===== src/sv/rec_pkg.sv =====
package rec_pkg;

  // Field types
  typedef logic [1:0]        func_t;
  typedef logic [2:0]        btn_code_t;
  typedef logic signed [4:0] step_value_t;
  typedef logic [1:0]        cfg_index_t;
  typedef logic [2:0]        cfg_data_t;

  // Access codes
  localparam func_t FUNC_TICK       = 2'd0;
  localparam func_t FUNC_READ_VALUE = 2'd1;
  localparam func_t FUNC_READ_BTN   = 2'd2;

  // Button codes
  localparam btn_code_t BTN_OPEN     = 3'd0;
  localparam btn_code_t BTN_CLOSED   = 3'd1;
  localparam btn_code_t BTN_HELD     = 3'd2;
  localparam btn_code_t BTN_RELEASED = 3'd3;
  localparam btn_code_t BTN_CLICKED  = 3'd4;
  localparam btn_code_t BTN_DOUBLE   = 3'd5;

  // Register indexes
  localparam cfg_index_t REG_STEPS_PER_NOTCH = 2'd0;
  localparam cfg_index_t REG_ACCEL_ENABLE    = 2'd1;
  localparam cfg_index_t REG_DCLICK_ENABLE   = 2'd2;

  // Timing in ticks
  localparam int BUTTON_INTERVAL   = 10;
  localparam int DOUBLE_CLICK_TIME = 800;
  localparam int HOLD_TIME         = 500;
  localparam int HOLD_LIMIT        = HOLD_TIME / BUTTON_INTERVAL;
  localparam int DC_LIMIT          = DOUBLE_CLICK_TIME / BUTTON_INTERVAL;
  localparam logic [6:0] DC_LOAD   = (DC_LIMIT > 127) ? 7'd127 : 7'(DC_LIMIT);

  // Acceleration
  localparam logic [11:0] ACCEL_TOP       = 12'd3072;
  localparam logic [11:0] ACCEL_INC       = 12'd50;
  localparam logic [11:0] ACCEL_DEC       = 12'd2;
  localparam logic [11:0] ACCEL_RAISE_MAX = ACCEL_TOP - ACCEL_INC;

endpackage


===== src/sv/rec_if.sv =====
// Encoder sample / access item
interface rec_sample_if import rec_pkg::*; ();
  logic  valid;
  logic  ready;
  func_t func;
  logic  pin_a;
  logic  pin_b;
  logic  pin_button;

  modport source (output valid, func, pin_a, pin_b, pin_button, input ready);
  modport sink   (input valid, func, pin_a, pin_b, pin_button, output ready);
endinterface

// Result item
interface rec_result_if import rec_pkg::*; ();
  logic        valid;
  logic        ready;
  step_value_t step_value;
  btn_code_t   button_code;

  modport source (output valid, step_value, button_code, input ready);
  modport sink   (input valid, step_value, button_code, output ready);
endinterface

// Register write channel
interface rec_cfg_if import rec_pkg::*; ();
  logic       valid;
  logic       ready;
  cfg_index_t index;
  cfg_data_t  data;

  modport source (output valid, index, data, input ready);
  modport sink   (input valid, index, data, output ready);
endinterface


===== src/sv/rotary_encoder_click_decoder.sv =====
// Rotary encoder decoder with acceleration and button click detection.
// Path: an accepted item goes through the input register, then the result
//   register, held there until taken; the state update is combinational.
// Throughput: one item per cycle while the result side takes results.
// Reset (synchronous, rst high): decoder state cleared, button open,
//   steps_per_notch = 1, acceleration and double click disabled.
module rotary_encoder_click_decoder import rec_pkg::*; (
  input logic         clk,
  input logic         rst,
  rec_sample_if.sink  sample,
  rec_result_if.source result,
  rec_cfg_if.sink     cfg
);

  // Configuration
  logic [2:0] steps_per_notch;
  logic       accel_enable;
  logic       dclick_enable;

  // Decoder state
  logic [1:0]  quad_phase, quad_phase_next;
  logic [15:0] step_count, step_count_next;
  logic [11:0] accel_level, accel_level_next;
  logic [3:0]  check_divider, check_divider_next;
  logic [7:0]  key_down_count, key_down_count_next;
  logic [6:0]  click_window, click_window_next;
  btn_code_t   button_status, button_status_next;

  // Input register
  logic  s1_valid;
  func_t s1_func;
  logic  s1_pa, s1_pb, s1_pbtn;

  // Result register
  logic        out_valid;
  step_value_t out_step, out_step_next;
  btn_code_t   out_code, out_code_next;

  // Work signals
  logic        advance;
  logic [1:0]  curr_phase, dphase;
  logic [3:0]  divider_inc;
  logic [15:0] step_rem;
  logic        step_nz;
  logic [4:0]  mag;

  assign advance      = !out_valid || result.ready;
  assign sample.ready = !s1_valid || advance;
  assign cfg.ready    = 1'b1;

  assign result.valid       = out_valid;
  assign result.step_value  = out_step;
  assign result.button_code = out_code;

  // Configuration writes
  always_ff @(posedge clk) begin
    if (rst) begin
      steps_per_notch <= 3'd1;
      accel_enable    <= 1'b0;
      dclick_enable   <= 1'b0;
    end else if (cfg.valid && cfg.ready) begin
      unique case (cfg.index)
        REG_STEPS_PER_NOTCH: steps_per_notch <= cfg.data;
        REG_ACCEL_ENABLE:    accel_enable    <= cfg.data[0];
        REG_DCLICK_ENABLE:   dclick_enable   <= cfg.data[0];
        default: ;
      endcase
    end
  end

  // Input register
  always_ff @(posedge clk) begin
    if (rst) begin
      s1_valid <= 1'b0;
    end else if (sample.ready) begin
      s1_valid <= sample.valid;
    end
  end

  always_ff @(posedge clk) begin
    if (sample.valid && sample.ready) begin
      s1_func <= sample.func;
      s1_pa   <= sample.pin_a;
      s1_pb   <= sample.pin_b;
      s1_pbtn <= sample.pin_button;
    end
  end

  // Gray decode: active-low pins map to phase {~A, A^B}
  assign curr_phase  = {~s1_pa, s1_pa ^ s1_pb};
  assign dphase      = quad_phase - curr_phase;
  assign divider_inc = check_divider + 4'd1;

  // Remainder kept after a read, and whether a whole notch is pending
  always_comb begin
    unique case (steps_per_notch)
      3'd2: begin
        step_rem = {15'd0, step_count[0]};
        step_nz  = |step_count[15:1];
      end
      3'd4: begin
        step_rem = {14'd0, step_count[1:0]};
        step_nz  = |step_count[15:2];
      end
      default: begin
        step_rem = '0;
        step_nz  = |step_count;
      end
    endcase
  end

  assign mag = 5'd1 + (accel_enable ? {1'b0, accel_level[11:8]} : 5'd0);

  // Per-item state update and result
  always_comb begin
    quad_phase_next     = quad_phase;
    step_count_next     = step_count;
    accel_level_next    = accel_level;
    check_divider_next  = check_divider;
    key_down_count_next = key_down_count;
    click_window_next   = click_window;
    button_status_next  = button_status;
    out_step_next       = '0;
    out_code_next       = BTN_OPEN;

    unique case (s1_func)
      FUNC_TICK: begin
        if (accel_enable) begin
          accel_level_next = (accel_level >= ACCEL_DEC) ? accel_level - ACCEL_DEC : '0;
        end
        if (dphase[0]) begin
          quad_phase_next = curr_phase;
          step_count_next = dphase[1] ? step_count + 16'd1 : step_count - 16'd1;
        end
        if (accel_enable && dphase[0] && accel_level_next <= ACCEL_RAISE_MAX) begin
          accel_level_next = accel_level_next + ACCEL_INC;
        end

        // Button check every BUTTON_INTERVAL ticks
        check_divider_next = divider_inc;
        if (int'(divider_inc) >= BUTTON_INTERVAL) begin
          check_divider_next = '0;
          if (!s1_pbtn) begin
            button_status_next = BTN_CLOSED;
            if (key_down_count != 8'hFF) begin
              key_down_count_next = key_down_count + 8'd1;
            end
            if (int'(key_down_count_next) > HOLD_LIMIT) begin
              button_status_next = BTN_HELD;
            end
          end else begin
            if (key_down_count != 8'd0) begin
              priority if (button_status == BTN_HELD) begin
                button_status_next = BTN_RELEASED;
                click_window_next  = '0;
              end else if (click_window > 7'd1) begin
                if (int'(click_window) < DC_LIMIT) begin
                  button_status_next = BTN_DOUBLE;
                  click_window_next  = '0;
                end
              end else begin
                click_window_next = dclick_enable ? DC_LOAD : 7'd1;
              end
            end
            key_down_count_next = '0;
          end

          // Click window countdown, clicked when it runs out
          if (click_window_next != 7'd0) begin
            click_window_next = (click_window_next >= 7'd2) ? click_window_next - 7'd2 : '0;
            if (click_window_next == 7'd0) begin
              button_status_next = BTN_CLICKED;
            end
          end
        end
      end
      FUNC_READ_VALUE: begin
        step_count_next = step_rem;
        if (step_count[15]) begin
          out_step_next = 5'd0 - mag;
        end else if (step_nz) begin
          out_step_next = mag;
        end
      end
      FUNC_READ_BTN: begin
        out_code_next = button_status;
        if (button_status != BTN_HELD) begin
          button_status_next = BTN_OPEN;
        end
      end
      default: ;
    endcase
  end

  // State commit
  always_ff @(posedge clk) begin
    if (rst) begin
      quad_phase     <= '0;
      step_count     <= '0;
      accel_level    <= '0;
      check_divider  <= '0;
      key_down_count <= '0;
      click_window   <= '0;
      button_status  <= BTN_OPEN;
    end else if (s1_valid && advance) begin
      quad_phase     <= quad_phase_next;
      step_count     <= step_count_next;
      accel_level    <= accel_level_next;
      check_divider  <= check_divider_next;
      key_down_count <= key_down_count_next;
      click_window   <= click_window_next;
      button_status  <= button_status_next;
    end
  end

  // Result register
  always_ff @(posedge clk) begin
    if (rst) begin
      out_valid <= 1'b0;
    end else if (s1_valid && advance) begin
      out_valid <= 1'b1;
    end else if (result.ready) begin
      out_valid <= 1'b0;
    end
  end

  always_ff @(posedge clk) begin
    if (s1_valid && advance) begin
      out_step <= out_step_next;
      out_code <= out_code_next;
    end
  end

  // Checks
  a_accel_top: assert property (@(posedge clk) disable iff (rst)
    accel_level <= ACCEL_TOP)
    else $error("acceleration level above top");

  a_divider_range: assert property (@(posedge clk) disable iff (rst)
    int'(check_divider) < BUTTON_INTERVAL)
    else $error("button check divider out of range");

  a_window_range: assert property (@(posedge clk) disable iff (rst)
    click_window <= DC_LOAD)
    else $error("click window above load value");

  a_btn_read_clears: assert property (@(posedge clk) disable iff (rst)
    s1_valid && advance && s1_func == FUNC_READ_BTN && button_status != BTN_HELD
    |=> button_status == BTN_OPEN)
    else $error("button read did not clear status");

  a_step_only_on_read: assert property (@(posedge clk) disable iff (rst)
    s1_valid && advance && s1_func != FUNC_READ_VALUE |=> out_step == 5'sd0)
    else $error("step value on non-read item");

endmodule


===== src/flat_wrapper.sv =====
// flat-port wrapper written by rule: the top's interface ports become plain ports
module rotary_encoder_click_decoder_flat import rec_pkg::*;
  (clk, rst, sample_valid, sample_func, sample_pin_a, sample_pin_b, sample_pin_button, sample_ready, result_valid, result_step_value, result_button_code, result_ready, cfg_valid, cfg_index, cfg_data, cfg_ready);
  rec_sample_if sample_i ();
  rec_result_if result_i ();
  rec_cfg_if cfg_i ();
  input logic clk;
  input logic rst;
  input wire logic [$bits(sample_i.valid)-1:0] sample_valid;
  input wire logic [$bits(sample_i.func)-1:0] sample_func;
  input wire logic [$bits(sample_i.pin_a)-1:0] sample_pin_a;
  input wire logic [$bits(sample_i.pin_b)-1:0] sample_pin_b;
  input wire logic [$bits(sample_i.pin_button)-1:0] sample_pin_button;
  output wire logic [$bits(sample_i.ready)-1:0] sample_ready;
  output wire logic [$bits(result_i.valid)-1:0] result_valid;
  output wire logic [$bits(result_i.step_value)-1:0] result_step_value;
  output wire logic [$bits(result_i.button_code)-1:0] result_button_code;
  input wire logic [$bits(result_i.ready)-1:0] result_ready;
  input wire logic [$bits(cfg_i.valid)-1:0] cfg_valid;
  input wire logic [$bits(cfg_i.index)-1:0] cfg_index;
  input wire logic [$bits(cfg_i.data)-1:0] cfg_data;
  output wire logic [$bits(cfg_i.ready)-1:0] cfg_ready;
  assign sample_i.valid = sample_valid;
  assign sample_i.func = sample_func;
  assign sample_i.pin_a = sample_pin_a;
  assign sample_i.pin_b = sample_pin_b;
  assign sample_i.pin_button = sample_pin_button;
  assign sample_ready = sample_i.ready;
  assign result_valid = result_i.valid;
  assign result_step_value = result_i.step_value;
  assign result_button_code = result_i.button_code;
  assign result_i.ready = result_ready;
  assign cfg_i.valid = cfg_valid;
  assign cfg_i.index = cfg_index;
  assign cfg_i.data = cfg_data;
  assign cfg_ready = cfg_i.ready;
  rotary_encoder_click_decoder u_core (.clk(clk), .rst(rst), .sample(sample_i), .result(result_i), .cfg(cfg_i));
endmodule

===== config.mk =====
export PLATFORM = sky130hd
export DESIGN_NAME = rotary_encoder_click_decoder_flat
export DESIGN_NICKNAME = d
export VERILOG_FILES = /design/src/sv/rec_pkg.sv /design/src/sv/rec_if.sv /design/src/sv/rotary_encoder_click_decoder.sv /design/src/flat_wrapper.sv
export SDC_FILE = /design/constraint.sdc
export NUM_CORES = 1
export LEC_CHECK = 0
export BUFFER_PORTS_ARGS = -buffer_cell sky130_fd_sc_hd__buf_2
export CAP_MARGIN = 0
export CORE_UTILIZATION = 67
export DETAILED_ROUTE_END_ITERATION = 16
export HOLD_SLACK_MARGIN = 0.1
export PLACE_DENSITY = 0.93
export SETUP_SLACK_MARGIN = 0.4
export SLEW_MARGIN = 25
export SYNTH_ARGS = -nofsm -noshare
export SYNTH_HDL_FRONTEND = slang
export SYNTH_SLANG_ARGS = --single-unit
export TNS_END_PERCENT = 1

===== constraint.sdc =====
create_clock -name clk -period 9.5 [get_ports clk]
set_input_delay 0 -clock clk [delete_from_list [all_inputs] [get_ports clk]]
set_output_delay 0 -clock clk [all_outputs]
set_load 0.01 [all_outputs]

After elaboration in Yosys (flattened, before gate mapping)
Index checks and enable logic that the tools add are counted.
- flip-flop bits (word level): 72
- input bits: 15
- $add $sub $neg: 10
- magnitude comparators: 7
- equality and inequality tests: 14
- multiplexer cells: 41
- bitwise gates (word level): 2
- reduce and logical (&&, ||, !) cells: 29
- operator list (cell ; count):
    two-way mux 7 bit ; 10
    two-way mux 12 bit ; 4
    two-way mux 8 bit ; 5
    two-way mux 16 bit ; 2
    one-hot mux 16 bit (2 select lines) ; 1
    two-way mux 3 bit ; 9
    adder 16 x 1 -> 16 bit (second input constant) ; 1
    OR reduction 16 bit ; 1
    subtractor 16 x 1 -> 16 bit (second input constant) ; 1
    OR reduction 15 bit ; 1
    OR reduction 14 bit ; 1
    adder 12 x 6 -> 12 bit (second input constant) ; 1
    >= comparator 12 x 2 -> 1 bit (second input constant) ; 1
    less-or-equal comparator 12 bit (second input constant) ; 1
    subtractor 12 x 2 -> 12 bit (second input constant) ; 1
    two-way mux 5 bit ; 2
    AND reduction 3 bit ; 3
    adder 8 x 1 -> 8 bit (second input constant) ; 1
    > comparator 8 x 6 -> 1 bit (second input constant) ; 1
    two-way mux 4 bit ; 2
    != test 8 bit (second input constant) ; 1
    AND reduction 2 bit ; 4
    AND reduction 4 bit ; 2
    nonzero test 8 bit ; 1
    other kinds (31) ; 46

Depth between registers and ports, before layout
Gate-level depths: netlist of run 1.
- depth in word-level cells: 15
- depth in mapped cells: 13
- depth with buffers taken out: 13

Worst setup path before layout of run 1
No wires, ideal clock.
- path type: reg2reg
- start: register u_core.s1_pa
- end: register u_core.step_count[15]
- setup time: 75 ps
- data arrival time: 4130 ps
- path slack: 5295 ps
- stages on the path, launching flop included: 14
- path buffers: 0
- clock period less this slack: 4205 ps
- cell sequence: edfxtp_1 -> xor2_1 -> ha_1 -> xnor2_1 -> xnor2_1 -> ha_1 -> a211oi_1 -> o21ai_0 -> a2111oi_0 -> o31ai_1 -> o41ai_1 -> xor2_1 -> or4_1 -> a31oi_1
- longest elaborated chain between the ends: 5
- elaborated cells between the ends (all ways): 8
- RTL lines (element ; RTL line ; text):
    start, declared ; rotary_encoder_click_decoder.sv:32 ; logic s1_pa, s1_pb, s1_pbtn;
    start signal, assigned ; rotary_encoder_click_decoder.sv:83 ; s1_pa <= sample.pin_a;
    XOR 1 bit * ; rotary_encoder_click_decoder.sv:90 ; assign curr_phase = {~s1_pa, s1_pa ^ s1_pb};
    via u_core.curr_phase[0] ; rotary_encoder_click_decoder.sv:41 ; logic [1:0] curr_phase, dphase;
    subtractor 2 bit * ; rotary_encoder_click_decoder.sv:91 ; assign dphase = quad_phase - curr_phase;
    two-way mux 16 bit ; rotary_encoder_click_decoder.sv:133 ; step_count_next = dphase[1] ? step_count + 16'd1 : step_count - 16'd1;
    two-way mux 16 bit ; rotary_encoder_click_decoder.sv:131 ; if (dphase[0]) begin
    one-hot mux 16 bit (2 select lines) ; rotary_encoder_click_decoder.sv:126 ; unique case (s1_func)
    end signal, assigned ; rotary_encoder_click_decoder.sv:207 ; step_count <= step_count_next;
    end, declared ; rotary_encoder_click_decoder.sv:22 ; logic [15:0] step_count, step_count_next;
The timed path passes the listed nets; every way through them passes the cells marked *. The select of a mux whose other input is x is not followed.
A chain may end at the register's enable or synchronous reset.

Worst setup path after layout of run 1
Same ends and word-level chain as after synthesis.

==> impl_metrics.ini, run 1 <==
[drt]
first_pass_iters = 5
drc = 0
vias = 4951
viasPerCell = 6.65
route.final.wire_length_mm = 12.6
drtAntennaViolNets = 0
drt_iter0_markers = 452
wl_per_cell_um = 17.0

[critical_path]
cp_max_fo = 16
crit_start = u_core.s1_pa
crit_path_cell_trace = xor2_1, ha_1, xnor2_1, xnor2_1, buf_4, ha_1, a211oi_1, o21ai_0, a2111oi_0, o31ai_1, o41ai_1, xor2_1, or4_1, a31oi_1
max_stage_delay_ns = 0.61
ff2ff_setup_slack_ns = 5.28
cp.required_ns = 9.78
rr_worst_depth = 14
arrival_ns = 4.49
end_kind = register
slowest_stage = a2111oi_0
start_kind = register
r2r_end = u_core.step_count[15]
critical_path_class = reg2reg
r2r_start = u_core.s1_pa

[layout]
fin_nets = 680
postLayoutCellArea_mm2 = 0.00565
drive_above_1_share = 0.118
diodes = 0
synthToLayoutAreaGrowth_pct = 9.81
nFillCells = 497

[synthesis]
syn_nets = 656
synth_flop_cell = dfxtp_1
yosysSeqAreaShare = 0.306
ys_ff_latch = 72
yosys-top-cells-area = dfxtp_1 23%, edfxtp_1 7.6%, ha_1 5.8%
synth_cell_type_count = 82
synthCells = 616
netlist_area_mm2 = 0.00514
synth_top_cell_by_area = dfxtp_1
synth_area_per_cell_um2 = 8.35
synth_edf_count = 13
synth_warnings = 0
async_flop_share = 0
synth_top_area_frac = 0.230

[place]
dp_hpwl_mm = 8.58
portBuffers = 24
dpl_cell_area_mm2 = 0.00529
routabilityCongestion = 0.923

[cts]
cts_root_buf = clkbuf_8
htree_levels = 3
clk_pin_slew_ns = 0.09
cts_buffers = 9
clock_latency_ns = 0.36
cts_max_path_buffers = 2
cts_sinks = 72
cts_setup_buffers = 0
cts_tree = built

[hold_path]
holdPathStages = 4
min_path_type = in2reg
min_from = cfg_index[0]
hold_end = u_core.steps_per_notch[2]

[status]
status = finished, final reports clean

[sta]
grt_setup_unrepaired = no
fin_skew_ns = 0.0121
finalSetupTns_ns = 0
finalCritPeriodShare = 0.444
slew_headroom = 0.396
clock.fmax_ghz = 0.237
drv_slew = 0
hold_viol = 0
period_needed_ns = 4.22
setup_viol_count_final = 0
tightest_slew_ns = 0.903

[power_and_ir_drop]
power_frac_seq = 0.462
p_sw_frac = 0.306
power_density_mw_per_mm2 = 126
intPower_w = 0.000494
combPwrFrac = 0.176
p_leak_nw = 2.03
peakVddDrop_mv = 0.122
p_switching_w = 0.000218
p_clk_frac = 0.362

[floorplanning]
ios = 26
die_area_mm2 = 0.00803
start_util = 0.701
die_width_um = 89.6
core_mm2 = 0.00733
fp-row-count = 31
die_y_um = 89.6

[global_route]
grt_pass1_vias = 4432
grt_pass1_wl_mm = 19.6
globalRoute.totalOverflow = 0
antenna_found_initial = 0
grt_start_max_net_pins = 65
track_usage = 0.318

[run]
drv_cap = 0
-- per-layer routing --
layer	share of wire	global-route usage	vias up	routed length, µm
met4	0.018	0.136	0	226
li1	-	-	2333	-
met3	0.066	0.0631	25	836
met5	0	0	-	0
met2	0.50	0.559	216	6340
met1	0.41	0.379	2377	5230
-- cell usage after synthesis, types with 3 or more instances --
master / instances
or2_2: 4
and2_1: 14
a21oi_1: 45
a21o_1: 12
a32oi_1: 5
clkbuf_1: 20
a31oi_1: 15
o21bai_1: 4
or3_1: 9
xnor2_1: 25
a311oi_1: 3
xor2_1: 5
o211ai_1: 4
and3_1: 7
nand4_1: 4
ha_1: 24
nor2b_1: 8
nor2_1: 79
a22oi_1: 17
dfxtp_1: 59
nand3_1: 21
or4_1: 3
o2111ai_1: 4
nor3_1: 22
nand2b_1: 9
o21ai_0: 20
edfxtp_1: 13
nor3b_1: 3
nor4_1: 5
a211oi_1: 12
nor4b_1: 4
buf_2: 6
nand3b_1: 6
mux2i_1: 10
inv_1: 19
nand2_1: 36
-- registers in the layout, summed over array words and instances, names as in the netlist, 4 cells and up --
register	cells
u_core.check_divider	4
u_core.click_window	7
u_core.result.step_value	5
u_core.step_count	16
u_core.accel_level	12
u_core.key_down_count	8
-- worst max-delay path by stage --
stage	end	slack (ns)	cells past startpoint
2_1_floorplan	u_core.step_count[15]	5.29	13
3_3_place_gp	u_core.step_count[15]	5.60	14
3_5_place_dp	u_core.step_count[15]	5.47	14
4_1_cts	u_core.step_count[15]	5.34	14
5_1_grt	u_core.step_count[15]	4.96	14
6_report	u_core.step_count[15]	5.28	14
-- layout by cell type, fill, tap and decap left out, drive strengths merged, types with 9 or more instances in the layout --
cell,n
or3,10
nand2b,9
edfxtp,13
and2,14
dfxtp,59
inv,22
buf,28
xnor2,25
mux2i,10
nor3,23
nand3,21
a31oi,15
clkbuf,9
ha,24
a21oi,47
a211oi,15
nor2,80
nand2,36
a22oi,17
a21o,12
o21ai,23
dlygate4sd3,16
-- power by group through the flow --
stage / combinational, W / clock (W) / sequential (W)
after floorplan: 0.0000954 / 0 / 0.000330
after global placement: 0.000112 / 0 / 0.000335
after detailed placement: 0.000117 / 0 / 0.000335
after CTS: 0.000123 / 0.000258 / 0.000328
after global routing: 0.000137 / 0.000270 / 0.000330
final: 0.000125 / 0.000258 / 0.000329
-- per-stage QoR --
stage,utilization,hold slack (ns),total power [W],std cells,worst slack (ns)
after global placement,0.721,0.178,0.000446,712,5.60
after CTS,0.770,0.110,0.000710,744,5.34
after detailed placement,0.721,0.180,0.000453,712,5.47
after global routing,0.770,0.154,0.000737,744,4.96
final,0.770,0.119,0.000712,744,5.28
after floorplan,-,0.0989,0.000425,616,5.29
-- kinds of logic after synthesis --
logic type	after synthesis	synth area share
AOI/OAI and AO/OA	176	0.255
xor gates and xnor gates	30	0.0511
adders and majority gates	25	0.0623
buffers and inverters	50	0.0409
DFF	72	0.306
muxes	12	0.0238
other	1	0.000729
and+or+nand+nor	250	0.260
-- critical path, delay by kind of cell, from the launching register on --
kind,cells,cell delay [ns]
AO/OA/AOI/OAI,6,1.88
buffers and inverters,1,0.25
flip-flops,1,0.46
AND/OR/NAND/NOR,1,0.42
adder cells (fa/ha/maj),2,0.48
XOR/XNOR,4,0.64
-- cell type report --
type / instances / area (µm²) / share of cell area
multi-input cells: 494 / 3370 / 0.596
flip-flops and latches: 72 / 1570 / 0.278
repair buffers: 44 / 310 / 0.0550
clock buffers: 9 / 124 / 0.0219
well taps: 99 / 124 / 0.0219
clock inverters: 7 / 77.6 / 0.0137
inverters: 19 / 71.3 / 0.0126
-- repair_timing --
action	4_1_cts	5_1_grt
resized for setup	0	0
hold buffers	16	0
hold endpoints to repair	12	0
Note: power is estimated with default switching activity, not from simulation.
==> run 2: changes to the inputs <==
--- a/config.mk
+++ b/config.mk
@@ -7,10 +7,10 @@
 export LEC_CHECK = 0
 export BUFFER_PORTS_ARGS = -buffer_cell sky130_fd_sc_hd__buf_2
 export CAP_MARGIN = 0
-export CORE_UTILIZATION = 67
+export CORE_UTILIZATION = 62
 export DETAILED_ROUTE_END_ITERATION = 16
 export HOLD_SLACK_MARGIN = 0.1
-export PLACE_DENSITY = 0.93
+export PLACE_DENSITY = 0.88
 export SETUP_SLACK_MARGIN = 0.4
 export SLEW_MARGIN = 25
 export SYNTH_ARGS = -nofsm -noshare
==> constraint.sdc (replaced) <==
create_clock -name clk -period 4.02 [get_ports clk]
set_input_delay 0 -clock clk [delete_from_list [all_inputs] [get_ports clk]]
set_output_delay 0 -clock clk [all_outputs]
set_load 0.01 [all_outputs]
==> impl_metrics.ini, run 2 (synthesized netlist as in run 1, its figures left out) <==
[global_route]
track_usage = 0.310
grt_pass1_wl_mm = 21.5
grt_start_max_net_pins = 44
antenna_found_initial = 0
globalRoute.totalOverflow = 0
grt_pass1_vias = 4584

[critical_path]
critical_path_class = reg2reg
slowest_stage = or4_1
crit_start = u_core.s1_pb
arrival_ns = 3.86
crit_family = compound AO/OA/AOI/OAI gates
max_stage_delay_ns = 0.42
r2r_start = u_core.s1_pb
crit_path_cell_trace = xor2_2, ha_2, xnor2_4, xnor2_4, buf_12, ha_4, a21o_1, a21o_1, a2111oi_4, o31ai_2, o41ai_2, xor2_1, or4_1, a31oi_1
end_kind = register
critPathBufInv = 1
cp_max_fo = 5
cp.required_ns = 4.29
start_kind = register

[floorplanning]
start_util = 0.652
ios = 26
die_width_um = 93.1
core_mm2 = 0.00789
die_area_mm2 = 0.00866
die_y_um = 93.1
fp-row-count = 32

[layout]
final_cell_mix = 79 x nor2_1, 59 x dfxtp_1, 44 x a21oi_1
postLayoutCellArea_mm2 = 0.00587
fin_nets = 691
top_register = u_core.step_count
final_common_cell = nor2_1
largest_register_ff_count = 16
synthToLayoutAreaGrowth_pct = 14.2
drive_above_1_share = 0.148
largestRegisters = u_core.step_count x16, u_core.accel_level x12, u_core.key_down_count x8
diodes = 0

[cts]
clk_pin_slew_ns = 0.08
clock_latency_ns = 0.35
cts_root_buf = clkbuf_8
cts_max_path_buffers = 2
cts_tree = built
cts_sinks = 72
cts_buffers = 9
htree_levels = 3

[sta]
drv_slew = 0
fin_skew_ns = 0.0123
slew_headroom = 0.405
grt_setup_unrepaired = yes
finalSetupTns_ns = 0
setup_ws_ns = 0.431
tightest_slew_ns = 0.890
period_needed_ns = 3.59
clock.fmax_ghz = 0.279
hold_viol = 0
finalCritPeriodShare = 0.893
setup_viol_count_final = 0

[drt]
vias = 4931
route.final.wire_length_mm = 13.1
wl_per_cell_um = 17.3
drt_iter0_markers = 417
first_pass_iters = 5
drtAntennaViolNets = 0
drc = 0
viasPerCell = 6.51

[power_and_ir_drop]
peakVddDrop_mv = 0.209
p_leak_nw = 2.11
power_density_mw_per_mm2 = 287

[hold_path]
min_path_type = in2reg
min_from = cfg_index[1]

[place]
portBuffers = 24
dpl_cell_area_mm2 = 0.00539
routabilityCongestion = 0.917
dpl_worst_slack_ns = 0.0576
dp_hpwl_mm = 8.54

[status]
status = finished, final reports clean

[run]
drv_cap = 0
## run 2: tightest hold or removal path, delay by kind of cell
family / cells / cell delay (ns)
buffers and inverters: 1 / 0.10
and+or+nand+nor: 2 / 0.28
AOI/OAI and AO/OA: 1 / 0.08
## run 2: worst paths after layout
check | to | slack, ns | depth (start not counted)
worst min register to register | u_core.click_window[0] | 0.46 | 2
worst max-delay path | u_core.step_count[15] | 0.43 | 14
worst max register to register | u_core.step_count[15] | 0.43 | 14
worst min-delay path | u_core.dclick_enable | 0.14 | 4
## run 2: area by class of cell
| cell class | instances | area, µm² |
|---|---|---|
| multi-input cells | 495 | 3510 |
| fillers | 543 | 2020 |
| flip-flops and latches | 72 | 1570 |
| repair buffers | 54 | 400 |
| clock buffers | 12 | 165 |
| well taps | 102 | 128 |
| inverters | 19 | 71.3 |
| clock inverters | 4 | 27.5 |
## run 2: metal layers
metal / track usage / vias up / wire (µm)
met1: 0.399 / 2321 / 5570
met4: 0.145 / 0 / 360
met3: 0.0447 / 32 / 870
li1: - / 2364 / -
met5: 0 / - / 0
met2: 0.512 / 214 / 6310
## run 2: report_power, final
group | switching [W] | internal (W) | leakage, nW
sequential | 0.0000266 | 0.000751 | 0.601
clock | 0.000282 | 0.000274 | 0.0906
combinational | 0.000195 | 0.000156 | 1.41
## run 2: repair_timing
action                                  in CTS  in global routing
pin swaps                                    5                  2
gates cloned                                 1                  0
buffers inserted                             4                  1
hold buffers                                17                  0
endpoints found under the hold margin       15                  0
endpoints found under the setup margin       1                  1
gates resized for setup                      5                  4
## run 2: stage by stage
step / power (W) / hold slack (ns) / std cells / utilization
3_3_place_gp: 0.00108 / 0.181 / 719 / 0.684
2_1_floorplan: 0.00102 / 0.0989 / 616 / -
5_1_grt: 0.00175 / 0.192 / 758 / 0.744
4_1_cts: 0.00167 / 0.114 / 757 / 0.741
3_5_place_dp: 0.00109 / 0.179 / 719 / 0.684
6_report: 0.00168 / 0.139 / 758 / 0.744
